<file path="src/rtl/pkt_pkg.sv">
`timescale 1ns / 1ps
// ----------------------------------------------------------------------------
// pkt_pkg
// shared types, codes and reset constants of the peer keepalive tracker
// ----------------------------------------------------------------------------
package pkt_pkg;

   typedef enum logic [1:0] {
      SEND_NONE = 2'd0,
      SEND_PING = 2'd1,
      SEND_PONG = 2'd2
   } send_type;

   typedef enum logic [2:0] {
      ST_SHORT  = 3'd0,
      ST_ECHO   = 3'd1,
      ST_PING   = 3'd2,
      ST_PONG   = 3'd3,
      ST_BAD    = 3'd4,
      ST_UPDATE = 3'd5
   } status_type;

   localparam logic ACT_PACKET = 1'b0;
   localparam logic ACT_UPDATE = 1'b1;

   localparam int CSR_IDX_W = 3;
   localparam logic [CSR_IDX_W-1:0] CSR_OWN_ID0          = 3'd0;
   localparam logic [CSR_IDX_W-1:0] CSR_OWN_ID1          = 3'd1;
   localparam logic [CSR_IDX_W-1:0] CSR_OWN_ID2          = 3'd2;
   localparam logic [CSR_IDX_W-1:0] CSR_OWN_ID3          = 3'd3;
   localparam logic [CSR_IDX_W-1:0] CSR_PING_INTERVAL    = 3'd4;
   localparam logic [CSR_IDX_W-1:0] CSR_ACTIVITY_TIMEOUT = 3'd5;

   localparam logic [31:0] PING_INTERVAL_RESET    = 32'd100000;
   localparam logic [31:0] ACTIVITY_TIMEOUT_RESET = 32'd300000;

   // peer_index is four bits wide
   localparam int INDEX_CODES = 16;

   typedef struct packed {
      logic         action;
      logic [3:0]   peer_index;
      logic [10:0]  packet_length;
      logic [7:0]   packet_kind;
      logic [255:0] source;
      logic [31:0]  now;
   } item_type;

   typedef struct packed {
      logic [255:0] own_id;
      logic [31:0]  ping_interval;
      logic [31:0]  activity_timeout;
   } cfg_type;

   typedef struct packed {
      logic        connected;
      logic [31:0] activity;
      logic [31:0] ping;
   } entry_type;

   typedef struct packed {
      logic        wr_conn;
      logic        conn_val;
      logic        wr_act;
      logic        wr_ping;
      logic [31:0] now;
   } update_type;

   typedef struct packed {
      send_type   send_request;
      status_type status;
      logic       connected;
      logic       became_connected;
      logic       became_disconnected;
   } result_type;

endpackage

</file>
<file path="src/rtl/pkt_peer_table.sv">
`timescale 1ns / 1ps
// ----------------------------------------------------------------------------
// pkt_peer_table
// per-peer connected flag, last activity time and last ping time
// ----------------------------------------------------------------------------
module pkt_peer_table
   import pkt_pkg::*;
#(
   parameter int ENTRIES = 16,
   parameter int IDX_W   = 4
) (
   input  logic             clock,
   input  logic             reset,
   input  logic [IDX_W-1:0] idx,
   input  logic             wr_en,
   input  update_type       upd,
   output entry_type        entry
);

   logic        conn_ff [ENTRIES];
   logic [31:0] act_ff  [ENTRIES];
   logic [31:0] ping_ff [ENTRIES];

   always_ff @(posedge clock) begin
      if (reset) begin
         for (int i = 0; i < ENTRIES; i++) begin
            conn_ff[i] <= 1'b0;
            act_ff[i]  <= '0;
            ping_ff[i] <= '0;
         end
      end else if (wr_en) begin
         if (upd.wr_conn) begin
            conn_ff[idx] <= upd.conn_val;
         end
         if (upd.wr_act) begin
            act_ff[idx] <= upd.now;
         end
         if (upd.wr_ping) begin
            ping_ff[idx] <= upd.now;
         end
      end
   end

   assign entry.connected = conn_ff[idx];
   assign entry.activity  = act_ff[idx];
   assign entry.ping      = ping_ff[idx];

endmodule

</file>
<file path="src/rtl/pkt_eval.sv">
`timescale 1ns / 1ps
// ----------------------------------------------------------------------------
// pkt_eval
// classifies one item against its peer entry and plans the table update
// ----------------------------------------------------------------------------
module pkt_eval
   import pkt_pkg::*;
#(
   parameter int HEADER_BYTES = 40,
   parameter int PING_CODE    = 0,
   parameter int PONG_CODE    = 1
) (
   input  item_type   item,
   input  cfg_type    cfg,
   input  entry_type  entry,
   output update_type upd,
   output result_type res
);

   logic        long_enough;
   logic        is_echo;
   logic        is_ping;
   logic        is_pong;
   logic [31:0] since_ping;
   logic [31:0] since_act;

   assign long_enough = item.packet_length >= 11'(HEADER_BYTES);
   assign is_echo     = item.source == cfg.own_id;
   assign is_ping     = item.packet_kind == 8'(PING_CODE);
   assign is_pong     = item.packet_kind == 8'(PONG_CODE);
   assign since_ping  = item.now - entry.ping;
   assign since_act   = item.now - entry.activity;

   always_comb begin
      upd                     = '0;
      upd.now                 = item.now;
      res.send_request        = SEND_NONE;
      res.status              = ST_SHORT;
      res.connected           = entry.connected;
      res.became_connected    = 1'b0;
      res.became_disconnected = 1'b0;
      if (item.action == ACT_PACKET) begin
         if (long_enough) begin
            upd.wr_act = 1'b1;
            if (is_echo) begin
               res.status = ST_ECHO;
            end else if (is_ping || is_pong) begin
               upd.wr_conn          = 1'b1;
               upd.conn_val         = 1'b1;
               res.connected        = 1'b1;
               res.became_connected = !entry.connected;
               if (is_ping) begin
                  res.send_request = SEND_PONG;
                  res.status       = ST_PING;
               end else begin
                  res.status = ST_PONG;
               end
            end else begin
               res.status = ST_BAD;
            end
         end
      end else begin
         res.status = ST_UPDATE;
         if (since_ping > cfg.ping_interval) begin
            upd.wr_ping      = 1'b1;
            res.send_request = SEND_PING;
         end
         if (entry.connected && (since_act > cfg.activity_timeout)) begin
            upd.wr_conn             = 1'b1;
            upd.conn_val            = 1'b0;
            res.connected           = 1'b0;
            res.became_disconnected = 1'b1;
         end
      end
   end

endmodule

</file>
<file path="src/rtl/peer_keepalive_tracker_unit.sv">
`timescale 1ns / 1ps
// ----------------------------------------------------------------------------
// peer_keepalive_tracker_unit
// keepalive liveness tracker: packet and update items against a peer table
//
//   channel  ports            direction  moves
//   req      req_valid/stall  in         one packet or update item
//   rsp      rsp_valid/stall  out        one result per item
//   csr      csr_wr_en        in         register write, no wait
//
// an item passes from the input register to the result register; one item
// per cycle sustained while rsp_stall is low
// the peer table is read and written in the same cycle the item leaves the
// input register, so back to back items on one peer see each other
// reset is synchronous; it clears the table, the csr registers and both valids
// a stalled result holds both stages; req_stall rises only if the input register is full in that case
// ----------------------------------------------------------------------------
module peer_keepalive_tracker_unit
   import pkt_pkg::*;
#(
   parameter int PEERS        = 16,
   parameter int HEADER_BYTES = 40,
   parameter int PING_CODE    = 0,
   parameter int PONG_CODE    = 1
) (
   input  logic                 clock,
   input  logic                 reset,
   input  logic                 req_valid,
   output logic                 req_stall,
   input  logic                 req_action,
   input  logic [3:0]           req_peer_index,
   input  logic [10:0]          req_packet_length,
   input  logic [7:0]           req_packet_kind,
   input  logic [63:0]          req_source_word0,
   input  logic [63:0]          req_source_word1,
   input  logic [63:0]          req_source_word2,
   input  logic [63:0]          req_source_word3,
   input  logic [31:0]          req_now,
   output logic                 rsp_valid,
   input  logic                 rsp_stall,
   output logic [1:0]           rsp_send_request,
   output logic [2:0]           rsp_status,
   output logic                 rsp_connected,
   output logic                 rsp_became_connected,
   output logic                 rsp_became_disconnected,
   input  logic                 csr_wr_en,
   input  logic [CSR_IDX_W-1:0] csr_index,
   input  logic [63:0]          csr_data
);

   localparam int ENTRIES = (PEERS < INDEX_CODES) ? PEERS : INDEX_CODES;
   localparam int IDX_W   = (ENTRIES > 1) ? $clog2(ENTRIES) : 1;

   cfg_type    cfg_ff;
   logic       s1_valid_ff;
   item_type   s1_item_ff;
   logic       rsp_valid_ff;
   result_type rsp_ff;

   logic             advance;
   logic             s1_move;
   logic [IDX_W-1:0] idx_map [INDEX_CODES];
   logic [IDX_W-1:0] idx;
   entry_type        entry;
   update_type       upd;
   result_type       res_in;
   item_type         req_item;

   // peer_index modulo the table depth
   for (genvar g = 0; g < INDEX_CODES; g++) begin : g_idx_map
      assign idx_map[g] = IDX_W'(g % ENTRIES);
   end

   assign idx = idx_map[s1_item_ff.peer_index];

   assign advance   = !rsp_valid_ff || !rsp_stall;
   assign s1_move   = s1_valid_ff && advance;
   assign req_stall = s1_valid_ff && !advance;

   assign req_item.action        = req_action;
   assign req_item.peer_index    = req_peer_index;
   assign req_item.packet_length = req_packet_length;
   assign req_item.packet_kind   = req_packet_kind;
   assign req_item.source        = {req_source_word3, req_source_word2,
                                    req_source_word1, req_source_word0};
   assign req_item.now           = req_now;

   // configuration registers
   always_ff @(posedge clock) begin
      if (reset) begin
         cfg_ff.own_id           <= '0;
         cfg_ff.ping_interval    <= PING_INTERVAL_RESET;
         cfg_ff.activity_timeout <= ACTIVITY_TIMEOUT_RESET;
      end else if (csr_wr_en) begin
         unique case (csr_index)
            CSR_OWN_ID0:          cfg_ff.own_id[63:0]     <= csr_data;
            CSR_OWN_ID1:          cfg_ff.own_id[127:64]   <= csr_data;
            CSR_OWN_ID2:          cfg_ff.own_id[191:128]  <= csr_data;
            CSR_OWN_ID3:          cfg_ff.own_id[255:192]  <= csr_data;
            CSR_PING_INTERVAL:    cfg_ff.ping_interval    <= csr_data[31:0];
            CSR_ACTIVITY_TIMEOUT: cfg_ff.activity_timeout <= csr_data[31:0];
            default: ;
         endcase
      end
   end

   // input register
   always_ff @(posedge clock) begin
      if (reset) begin
         s1_valid_ff <= 1'b0;
      end else if (!req_stall) begin
         s1_valid_ff <= req_valid;
      end
   end

   always_ff @(posedge clock) begin
      if (!req_stall && req_valid) begin
         s1_item_ff <= req_item;
      end
   end

   pkt_peer_table #(
      .ENTRIES (ENTRIES),
      .IDX_W   (IDX_W)
   ) u_table (
      .clock (clock),
      .reset (reset),
      .idx   (idx),
      .wr_en (s1_move),
      .upd   (upd),
      .entry (entry)
   );

   pkt_eval #(
      .HEADER_BYTES (HEADER_BYTES),
      .PING_CODE    (PING_CODE),
      .PONG_CODE    (PONG_CODE)
   ) u_eval (
      .item  (s1_item_ff),
      .cfg   (cfg_ff),
      .entry (entry),
      .upd   (upd),
      .res   (res_in)
   );

   // result register
   always_ff @(posedge clock) begin
      if (reset) begin
         rsp_valid_ff <= 1'b0;
      end else if (advance) begin
         rsp_valid_ff <= s1_valid_ff;
      end
   end

   always_ff @(posedge clock) begin
      if (s1_move) begin
         rsp_ff <= res_in;
      end
   end

   assign rsp_valid               = rsp_valid_ff;
   assign rsp_send_request        = rsp_ff.send_request;
   assign rsp_status              = rsp_ff.status;
   assign rsp_connected           = rsp_ff.connected;
   assign rsp_became_connected    = rsp_ff.became_connected;
   assign rsp_became_disconnected = rsp_ff.became_disconnected;

endmodule
</file>
<file path="config.mk">
export PLATFORM = sky130hd
export DESIGN_NAME = peer_keepalive_tracker_unit
export DESIGN_NICKNAME = d
export VERILOG_FILES = /design/src/rtl/pkt_pkg.sv /design/src/rtl/pkt_peer_table.sv /design/src/rtl/pkt_eval.sv /design/src/rtl/peer_keepalive_tracker_unit.sv
export SDC_FILE = /design/constraint.sdc
export NUM_CORES = 2
export LEC_CHECK = 0
export ABC_AREA = 1
export BUFFER_PORTS_ARGS = -buffer_cell sky130_fd_sc_hd__buf_4
export CORE_ASPECT_RATIO = 0.7
export CORE_UTILIZATION = 39
export CTS_BUF_LIST = sky130_fd_sc_hd__clkbuf_8 sky130_fd_sc_hd__clkbuf_16
export DETAILED_ROUTE_END_ITERATION = 12
export SETUP_SLACK_MARGIN = 0.5
export SYNTH_ARGS = -nofsm -noshare
export SYNTH_HDL_FRONTEND = slang
export SYNTH_SLANG_ARGS = --single-unit
</file>
<file path="constraint.sdc">
create_clock -name clock -period 8.2 [get_ports clock]
set_clock_uncertainty 0.05 [all_clocks]
set_input_delay 1.64 -clock clock [delete_from_list [all_inputs] [get_ports clock]]
set_output_delay 1.64 -clock clock [all_outputs]
set_load 0.01 [all_outputs]
</file>
==> qor.txt <==
Utilization after layout = 45.71%
Sequential share of the synthesized area = 63.79%
Setup TNS = 0 ns
Initial antenna violation count = 25
HPWL after DPL = 167200 um
Final setup fails = 0
Biggest area consumer among synthesized cells = edfxtp_1
Avg Vias per Cell = 5.588
Gr usage total = 25.69%
Share of cells above drive strength 1 = 12.34%
Final hold vios = 0
CTS Buf Count = 162
Antenna Nets Post-Route = 0
Number of global-route vias before repair = 52170
Worst EP required = 8.64 ns
Area of the mapped netlist = 0.07398 sq mm
Nets = 8056
Starting Density = 39.34%
Initial DRC count = 7487
GR Overflow Total = 0
First-pass GRT wire length = 360300 um
Die Y = 366.4 um
Maximum clock frequency = 0.1333 GHz
CTS tree = yes
Multi-input gate area = 0.02320 sq mm
TritonRoute pass-1 iters = 6
DP Area = 0.08063 sq mm
Synth warnings = 0
CTS root buffer = clkbuf_16
Depth of the CTS H-tree = 4
Drt drc = 0
Arr. time, crit path = 7.94 ns
Syn Nets = 7760
Largest net degree at the start of global routing = 206
Clock latency on the worst-skew pair = 0.82 ns
Syn Inst Count = 7247
CTS max path bufs = 3
Core Rows = 133
Post-CTS Hold Fix Bufs = 0
Routed len/inst = 24.75 um
Ports = 394
Standby leakage power = 33.85 nW
Vias after detailed routing = 56950
Area delta synth->final = 16.18%
Final instance area = 0.08595 sq mm
Final Cycle Share = 91.51%
Critical path type = flip-flop to flip-flop
Total wire length = 252200 um
Crit path max-delay family = simple AND/OR/NAND/NOR gates
Post-synth EDFFs = 1357
Crit-path most repeated cell = nand2_1
RSZ-0062 raised after global routing = true
Post-route minimum period = 7.504 ns
Peak VDD IR = 0.1971 mV
Register area = 0.04720 sq mm
Critical path launch point type = flip-flop
Buf/Inv on CP = 9
Worst-Margin Slew = 1.306 ns
Synth cell types = 48
Async SR Flop Fraction = 0%
Full die area = 0.1915 sq mm
Most used DFF post-synth = edfxtp_1
Routability congestion estimate = 1.015
# fillers = 17340
Worst path max stage delay = 0.69 ns
Critical path fanouts, max = 41
Core footprint = 0.1880 sq mm
Top cell type's share of synthesized area = 55.08%
PortBufs = 390
CP max-delay cell = a31oi_1
Synth area leaders = edfxtp_1 (55%), nor2_1 (8.8%), dfxtp_1 (8.7%), nand3_1 (3.8%), nand2_1 (3.4%)
Clock Sinks = 1679
Die Wd = 522.6 um
PD cells = 225.4 mW/mm^2
Slew margin rel. = 12.84%
Status = completed
Worst Setup End Kind = flip-flop
Slew Limit Fails = 0
Max-Cap Viols = 0
Clk slew on worst S/H paths = 0.06 ns
Post-Syn Area per Cell = 10.21 sq um
Hold WC Path Type = flip-flop to flip-flop
FF+latch count, synth = 1679
power breakdown:
| part | switching, mW | internal [mW] |
|---|---|---|
| clock network | 3.40 | 3.99 |
| logic | 1.56 | 0.753 |
| registers | 0.147 | 9.53 |
layer usage:
layer	up-vias	GRT usage (%)	share of wire, %
met1	27850	39.79	46
met2	3047	35.75	41
met4	6	6.939	2.4
met5	-	0	0.017
met3	334	5.473	11
li1	25710	-	-
worst paths after layout:
path                   startpoint                       to  slack [ns]  cells past startpoint
hold / removal        cfg_ff[306]              cfg_ff[306]        0.41                      2
hold reg to reg       cfg_ff[306]              cfg_ff[306]        0.41                      2
setup reg to reg  s1_item_ff[307]  u_table.ping_ff[13][29]        0.70                     29
setup / recovery  s1_item_ff[307]  u_table.ping_ff[13][29]        0.70                     29
synthesized netlist by cell type, types with 2 or more instances:
cell type	count
nor4_2	2
buf_2	110
o221ai_1	3
xnor2_1	11
nor4_1	66
nand4_2	10
edfxtp_1	1357
nand3_1	569
nor2_4	2
nand4_1	22
inv_2	3
or4_1	2
buf_1	27
clkinv_1	3
xor2_1	150
clkbuf_1	366
buf_4	3
fa_1	2
inv_1	450
a221oi_1	5
o31a_1	2
o21ai_0	353
a211oi_1	3
o211ai_1	18
nor2_1	1743
o21bai_1	5
nand3b_1	3
a31oi_1	265
a21boi_0	3
ha_1	127
o21a_1	8
dfxtp_1	322
nor3_1	18
a21oi_1	256
nand2_1	678
a21o_1	8
a22oi_1	260
o21ai_1	2
through the flow:
| stage | hold slack (ns) | setup slack (ns) | cells | power [mW] |
|---|---|---|---|---|
| final | 0.4112 | 0.6959 | 10190 | 19.38 |
| after global routing | 0.4291 | 0.4629 | 10190 | 19.98 |
| after CTS | 0.4108 | 0.5651 | 10160 | 19.41 |
| after detailed placement | 0.3998 | 0.6133 | 9867 | 12.10 |
| after global placement | 0.3943 | 0.7183 | 9867 | 12.06 |
| after floorplan | 0.3853 | 1.032 | 7247 | 11.09 |
sequential cells by signal (all words and copies together), names as in the netlist:
| signal | count |
|---|---|
| u_table.act_ff | 512 |
| u_table.ping_ff | 512 |
| cfg_ff | 320 |
| s1_item_ff | 309 |
| u_table.conn_ff | 16 |
| rsp_status | 3 |
| rsp_send_request | 2 |
| rsp_became_connected | 1 |
| rsp_became_disconnected | 1 |
| rsp_connected | 1 |
| rsp_valid | 1 |
| s1_valid_ff | 1 |
what timing repair did:
item / 4_1_cts / 5_1_grt
setup endpoints to repair: 0 / 457
gates resized for setup: 0 / 5
buffers inserted: 0 / 8
placed cells by master, fill, tap and decap left out, types with 5 or more instances in the layout:
cell type | Yosys | layout
a21oi_1 | 256 | 256
nand2_1 | 678 | 628
o21a_1 | 8 | 8
inv_1 | 450 | 497
nand2_2 | 1 | 49
nor4_1 | 66 | 65
buf_4 | 3 | 583
nand4_2 | 10 | 10
buf_12 | 0 | 53
nand3_1 | 569 | 568
edfxtp_1 | 1357 | 1357
clkinv_1 | 3 | 21
a21o_1 | 8 | 8
dfxtp_1 | 322 | 322
clkbuf_16 | 0 | 170
xnor2_1 | 11 | 11
a22oi_1 | 260 | 260
a31oi_1 | 265 | 265
clkinv_2 | 0 | 17
xor2_1 | 150 | 150
a221oi_1 | 5 | 5
o211ai_1 | 18 | 18
diode_2 | 0 | 18
clkbuf_8 | 0 | 13
nor3_1 | 18 | 17
nor2_1 | 1743 | 1740
nand4_1 | 22 | 22
o21ai_0 | 353 | 351
ha_1 | 127 | 127
inv_4 | 0 | 6
inv_6 | 0 | 5
o21bai_1 | 5 | 5
worst reg2reg max path, delay by kind of cell, from the launching register on:
family	cells	cell delay, ns
flip-flops	1	0.56
adder cells (fa/ha/maj)	2	0.72
XOR/XNOR	1	0.14
AND/OR/NAND/NOR	13	2.34
buffers and inverters	9	2.07
AO/OA/AOI/OAI	4	1.25
cell families after synthesis:
| group | count (synthesis) | synth area share [%] |
|---|---|---|
| simple gates | 3119 | 17.32 |
| flops | 1679 | 63.79 |
| compound gates | 1196 | 9.683 |
| buf+inv | 963 | 5.098 |
| xor+xnor | 161 | 1.906 |
| fa+ha+maj | 129 | 2.202 |
layout make-up:
type                    instances  share of cell area, %
clock buffers                 183                  5.158
clock inverters               113                 0.8749
well taps                    2497                  3.635
repair buffers                638                  6.353
multi-input cells            4606                  27.00
flip-flops and latches       1679                  54.91
inverters                     456                  2.018
diodes                         18                0.05241
(Power assumes the default switching activity.)
